===== src/assert_macros.svh =====
// Assertion macros shared by the RTL of the depthwise convolution core.
// Included by modules that carry concurrent checks; needs no package.
`ifndef ASSERT_MACROS_SVH
`define ASSERT_MACROS_SVH
`ifndef NO_ASSERTIONS
// The property must hold at every rising edge outside reset.
`define DCS_ASSERT(lbl, clk, rstn, prop) \
    lbl: assert property (@(posedge clk) disable iff (!(rstn)) (prop)) \
        else $error("assertion failed");
// The expression must never be true at a rising edge outside reset.
`define DCS_NEVER(lbl, clk, rstn, expr) \
    lbl: assert property (@(posedge clk) disable iff (!(rstn)) !(expr)) \
        else $error("forbidden condition seen");
`else
`define DCS_ASSERT(lbl, clk, rstn, prop)
`define DCS_NEVER(lbl, clk, rstn, expr)
`endif
`endif


===== src/dcs_pkg.sv =====
// Shared types and constants of the depthwise causal convolution core.
// No dependencies; imported by every module of the block.
`default_nettype none
package dcs_pkg;

    typedef enum logic [1:0] {
        OP_WEIGHT = 2'd0,
        OP_HIST   = 2'd1,
        OP_SAMPLE = 2'd2
    } op_t;

    // One classified command as it travels from the front to the back end.
    typedef struct packed {
        op_t                op;
        logic [9:0]         channel;
        logic [1:0]         tap;
        logic signed [15:0] value;
    } cmd_t;

    localparam int SAMPLE_W = 16;
    localparam int X_W      = 34;   // Q10.24 saturated sum
    localparam int SIG_W    = 17;   // Q1.16 sigmoid, 0 .. 1.0
    localparam int FRAC_W   = 28;   // u in Q24 over [0,16)
    localparam int ACT_W    = 23;

endpackage
`default_nettype wire


===== src/dcs_queue.sv =====
// Two-entry command queue between the front and back ends.
// Depends on dcs_pkg and assert_macros.svh.
`default_nettype none
`include "assert_macros.svh"
module dcs_queue
    import dcs_pkg::*;
(
    input  wire logic clk,
    input  wire logic rst_n,
    input  wire logic wr_valid,
    output logic      wr_ready,
    input  wire cmd_t wr_data,
    output logic      rd_valid,
    input  wire logic rd_pop,
    output cmd_t      rd_data
);

    cmd_t       entry_reg [2];
    logic       wr_ptr_reg;
    logic       wr_ptr_next;
    logic       rd_ptr_reg;
    logic       rd_ptr_next;
    logic [1:0] count_reg;
    logic [1:0] count_next;
    logic       push;
    logic       pop;

    assign wr_ready = (count_reg != 2'd2);
    assign rd_valid = (count_reg != 2'd0);
    assign rd_data  = entry_reg[rd_ptr_reg];
    assign push     = wr_valid && wr_ready;
    assign pop      = rd_pop && rd_valid;

    always_comb
    begin
        wr_ptr_next = push ? ~wr_ptr_reg : wr_ptr_reg;
        rd_ptr_next = pop ? ~rd_ptr_reg : rd_ptr_reg;
        count_next  = count_reg + {1'b0, push} - {1'b0, pop};
    end

    always_ff @(posedge clk)
    begin
        if (push)
        begin
            entry_reg[wr_ptr_reg] <= wr_data;
        end
    end

    always_ff @(posedge clk or negedge rst_n)
    begin
        if (!rst_n)
        begin
            wr_ptr_reg <= 1'b0;
            rd_ptr_reg <= 1'b0;
            count_reg  <= 2'd0;
        end
        else
        begin
            wr_ptr_reg <= wr_ptr_next;
            rd_ptr_reg <= rd_ptr_next;
            count_reg  <= count_next;
        end
    end

    `DCS_NEVER(a_count_range, clk, rst_n, count_reg == 2'd3)
    `DCS_ASSERT(a_ptr_gap, clk, rst_n, (count_reg == 2'd1) == (wr_ptr_reg != rd_ptr_reg))
    `DCS_ASSERT(a_push_counts, clk, rst_n, (push && !pop) |=> (count_reg == $past(count_reg) + 2'd1))

endmodule
`default_nettype wire


===== config.mk =====
export PLATFORM = sky130hd
export DESIGN_NAME = dcs_queue
export DESIGN_NICKNAME = d
export VERILOG_FILES = /design/src/dcs_pkg.sv /design/src/dcs_queue.sv
export VERILOG_INCLUDE_DIRS = /design/src /design/src/src
export SDC_FILE = /design/constraint.sdc
export NUM_CORES = 1
export LEC_CHECK = 0
export ABC_CLOCK_PERIOD_IN_PS = 3700
export BUFFER_PORTS_ARGS = -buffer_cell sky130_fd_sc_hd__buf_2
export CORE_MARGIN = 2
export CORE_UTILIZATION = 52
export CTS_CLUSTER_SIZE = 20
export DETAILED_ROUTE_END_ITERATION = 10
export PLACE_DENSITY = 0.8
export SLEW_MARGIN = 15
export SYNTH_ARGS = -nofsm -noshare
export SYNTH_HDL_FRONTEND = slang
export SYNTH_SLANG_ARGS = --single-unit
export TNS_END_PERCENT = 50

===== constraint.sdc =====
create_clock -name clk -period 3.7 [get_ports clk]
set_clock_uncertainty 0.1 [all_clocks]
set_input_delay 0.74 -clock clk [delete_from_list [all_inputs] [get_ports clk]]
set_output_delay 0.74 -clock clk [all_outputs]
set_load 0.1 [all_outputs]

; ---- After elaboration in Yosys (flattened, before gate mapping)
; Memory sizes are Yosys's and may differ from the RTL's.
; Index checks and enable logic that the tools add are counted.
[totals]
wordCells = 14
reg_bits = 4
input_bits = 34
mem_bits_rw = 60
memories = 1
[mem_list]
columns = memory, words, width, rd, rd_clocked_by_memory_dff, wr, line
row1 = entry_reg, 2, 30, 1, 0, 1, dcs_queue.sv:18  ; cmd_t entry_reg [2];
[op_classes]
bitwise_logic = 2
n_reduce_logical = 3
n_mux = 2
add_sub_neg = 2
eq_ne = 1
[op_table]
columns = operator, count
row1 = adder 2 x 1 -> 2 bit, 1
row2 = logical AND 1 bit, 2
row3 = 2-to-1 mux 1 bit, 2
row4 = "inequality test 2 bit, second input constant", 1
row5 = NOT 1 bit, 2
row6 = nonzero test 2 bit, 1
row7 = subtractor 2 x 1 -> 2 bit, 1

; ---- Longest topological paths before layout
[logic_depth]
ltp_word = 4
ltp_mapped = 7
mapped_depth_nobuf = 7

; ---- Worst setup path before layout
; Ideal clock, no wire load.
[synth_timing]
path_kind = flip-flop to flip-flop
start = reg count_reg[0]
end = mem entry_reg[0][0] (netlist bit) (enable)
slack_ns = 0.474
arrival_time_ns = 2.709
path_stages_with_launch = 4
path_buffers = 0
setup_time_ns = 0.417
path_cell_list = dfrtp_1 nand2b_1 nand2_1 nor2_1
[synth_via]
elab_chain_len = 4
[synth_rtl]
columns = item, line
row1 = start: declaration, dcs_queue.sv:23  ; logic [1:0] count_reg;
row2 = start signal: assignment, dcs_queue.sv:61  ; count_reg <= count_next;
row3 = inequality test 2 bit, dcs_queue.sv:28  ; assign wr_ready = (count_reg != 2'd2);
row4 = named net wr_ready, dcs_queue.sv:11  ; output logic wr_ready,
row5 = logical AND 1 bit, dcs_queue.sv:31  ; assign push = wr_valid && wr_ready;
row6 = 2-to-1 mux 1 bit, dcs_queue.sv:43  ; if (push)
row7 = 2-to-1 mux 1 bit (not written as such), dcs_queue.sv:45  ; entry_reg[wr_ptr_reg] <= wr_data;
row8 = end: declaration, dcs_queue.sv:18
; The timed path passes the listed nets, and every way through them passes these cells.

==> run summary <==
The run finished with clean final reports. The growth of design area from synthesis to finish is 23.9%. The beginning of the worst register-to-register path is count_reg[1]. The number of hold buffers added after cts is 0. The setup violation total in the final timing report is 0. The total of max-cap violations came out at 0. The number of max-slew violations in the final report is 0.

At the end of routability-driven placement, the weighted congestion stood at 0.693. The number of nets in the finished design is approximately 220. The yosys synthesis warning count came out at 0. The number of flip-flops in the largest register came out at 60. The H-tree was split into 3 levels. TritonCTS built the clock tree. On the critical path, the stage with the largest delay is an instance of sky130_fd_sc_hd__dfrtp_1. The clock passes through at most 2 buffers. After synthesis, the netlist uses 14 different library cells.

In this run the count of I/O pins placed on the die edge is 66. Tracing the worst setup path back leads to its startpoint at rd_ptr_reg. In this design, the stage delay of the slowest critical-path cell is 0.83 ns. The largest net degree at the start of global routing is 31. The filler cells instantiated in the layout total about 290. The path class of the lowest-slack min-delay path is primary input to asynchronous set/reset pin. Across all layers, the routed design uses 1206 vias. The required arrival time at the worst endpoint came out at between 2 and 3 ns. The via count of the first global-routing pass came out at about 1300. The HPWL after detailed placement came out at 2550 um.

The detailed-route wire length per cell is between 15 and 20 um. The register area share after synthesis came out at roughly 81%. The maximum fanout count along the critical path came out at 18.

The setup TNS came out at 0 ns. The die covers a little over 5000 um^2. The setup path with the least slack is of type flop to output port. The total of buffers placed on input and output ports came out at 65. The number of nets in the synthesized netlist is between 100 and 150. In this run, CTS created clock tree buffers numbering 9. The floorplan step defined a core boundary enclosing about 4400 um^2. At the later pin of the worst-skew pair, clock insertion delay measures between 0.3 and 0.4 ns. The antenna violation net count after detailed routing came out at 0. The worst hold slack is 0.105 ns. The die is roughly 70 um tall. The synthesis-stage register bit count came out at 64.

The first-pass GRT wire length came out at a little over 6000 um. The endpoint identified for the worst register-to-register timing path is entry_reg[0][15]. The time the worst path needs with I/O delays and setup is 3.02 ns. The arrival time at the worst endpoint came out at ~2.2 ns.

The starting density of the core is between 50% and 60%. The kind of cell adding the most delay to the critical path is flip-flops. The remaining max-slew budget at the tightest pin came out at between 50% and 60%. Using the TritonRoute via totals, the vias-per-cell ratio works out to 4.96. Counting both buffers and inverters, the worst setup path holds a total of 2. The post-route DRC violation count is 0. The total count of hold-check failures in the final report is 0. The sink count of the clock tree is 64. Setup repair after global routing left no endpoint under its margin. The post-CTS setup buffer count is 0. The number of optimization iterations in the first detailed-route pass came out at 4.

The kind of capture point of the worst setup path is an output port. The number of antenna violations at the first check in global routing came out at 0. The routed design has around 3900 um of wire. The timing-limited maximum frequency came out at 331 MHz. The die boundary width is about 70 um. The signal on the critical path passes through buf_4, mux2_2, buf_2. The number of cells traversed by the worst register-to-register path came out at 4. The clock slew seen by the registers of the worst setup and hold paths is roughly 0.070 ns.

The reg2reg setup slack is ~1.7 ns. The overall track demand over capacity in global routing is between 10% and 20%. The utilization after layout is ~67%.

The synthesized cell area is around 2400 um^2. The number of antenna diodes in the final layout is 0. The proportion of layout cells with a drive suffix above 1 is between 60% and 70%.

The number of instances resized during post-cts repair came out at 0. The total global routing overflow came out at 0. The number of violations reported at the end of detailed-routing iteration 0 is 84. The cell row count is 24. The cell count after synthesis is 110. STA classifies the critical path startpoint as a flop. The average footprint of a synthesized cell came out at between 20 and 25 um^2.

The cell at the root of the clock tree is sky130_fd_sc_hd__clkbuf_8. The transition time of the tightest slew-check pin came out at 0.744 ns. Dividing the final minimum period by the clock period gives between 80% and 90%.
worst max path at each step:
stage                       to  slack [ns]  cells after the start
3_3_place_gp       rd_data[29]        1.07                      3
4_1_cts             rd_data[1]        0.64                      3
2_1_floorplan  entry_reg[0][0]        0.47                      3
3_5_place_dp        rd_data[4]         1.0                      3
6_report            rd_data[1]        0.68                      3
5_1_grt             rd_data[1]        0.55                      3
Yosys cell counts:
| cell | count | area (um^2) |
|---|---|---|
| sky130_fd_sc_hd__edfxtp_1 | 60 | 1800 |
| sky130_fd_sc_hd__mux2_2 | 30 | 338 |
| sky130_fd_sc_hd__dfrtp_1 | 4 | 100 |
| sky130_fd_sc_hd__buf_4 | 3 | 22.5 |
| sky130_fd_sc_hd__xnor2_1 | 3 | 26.3 |
| sky130_fd_sc_hd__ha_1 | 2 | 25.0 |
| sky130_fd_sc_hd__and2_4 | 1 | 8.76 |
| sky130_fd_sc_hd__and3_1 | 1 | 6.26 |
| sky130_fd_sc_hd__inv_1 | 1 | 3.75 |
| sky130_fd_sc_hd__nand2_1 | 1 | 3.75 |
| sky130_fd_sc_hd__nand2b_1 | 1 | 6.26 |
| sky130_fd_sc_hd__nor2_1 | 1 | 3.75 |
| sky130_fd_sc_hd__or2_1 | 1 | 6.26 |
| sky130_fd_sc_hd__xor2_1 | 1 | 8.76 |
per-stage QoR:
step / setup WS (ns) / cell area (um^2) / instances
finish: 0.675 / 2930 / 243
global route: 0.551 / 2930 / 243
CTS: 0.635 / 2930 / 243
detailed placement: 0.999 / 2750 / 227
global placement: 1.07 / 2750 / 227
floorplan: 0.474 / 2360 / 110
layout by cell type, fill, tap and decap left out:
cell type / count
sky130_fd_sc_hd__buf_4: 3
sky130_fd_sc_hd__inv_1: 1
sky130_fd_sc_hd__nand2b_1: 1
sky130_fd_sc_hd__and3_1: 1
sky130_fd_sc_hd__edfxtp_1: 60
sky130_fd_sc_hd__xor2_1: 1
sky130_fd_sc_hd__mux2_2: 30
sky130_fd_sc_hd__clkbuf_8: 9
sky130_fd_sc_hd__clkinvlp_4: 2
sky130_fd_sc_hd__ha_1: 2
sky130_fd_sc_hd__xnor2_1: 3
sky130_fd_sc_hd__inv_6: 1
sky130_fd_sc_hd__buf_2: 65
sky130_fd_sc_hd__nor2_2: 1
sky130_fd_sc_hd__dfrtp_1: 4
sky130_fd_sc_hd__and2_4: 1
sky130_fd_sc_hd__clkinv_4: 1
sky130_fd_sc_hd__clkinv_2: 3
sky130_fd_sc_hd__or2_1: 1
sky130_fd_sc_hd__nand2_1: 1
cell families after synthesis:
family,Yosys count,share of synthesized area (%)
multiplexers,30,14.3
XOR/XNOR,4,1.48
flip-flops,64,80.6
adder cells (fa/ha/maj),2,1.06
buffers and inverters,4,1.11
AND/OR/NAND/NOR,6,1.48
area by class of cell:
type                       count  area [um^2]  share of cell area, %
clock buffer                   9          124                   4.23
clock inverter                 7         47.5                   1.63
inverter                       1         3.75                  0.128
multi-input combinational     42          435                   14.9
sequential                    64         1900                   65.0
tap                           52         65.1                   2.22
timing repair buffer          68          348                   11.9
layer usage:
metal | GRT usage (%) | vias up | routed length, um
li1 | - | 584 | -
met1 | 19.4 | 563 | 1560
met2 | 25.8 | 47 | 1900
met3 | 7.31 | 12 | 266
met4 | 8.18 | 0 | 127
met5 | 0 | - | 0
Power is left out: the tool's default activity adds up to more than one toggle a clock period on the data nets, which glitch-free logic cannot reach.
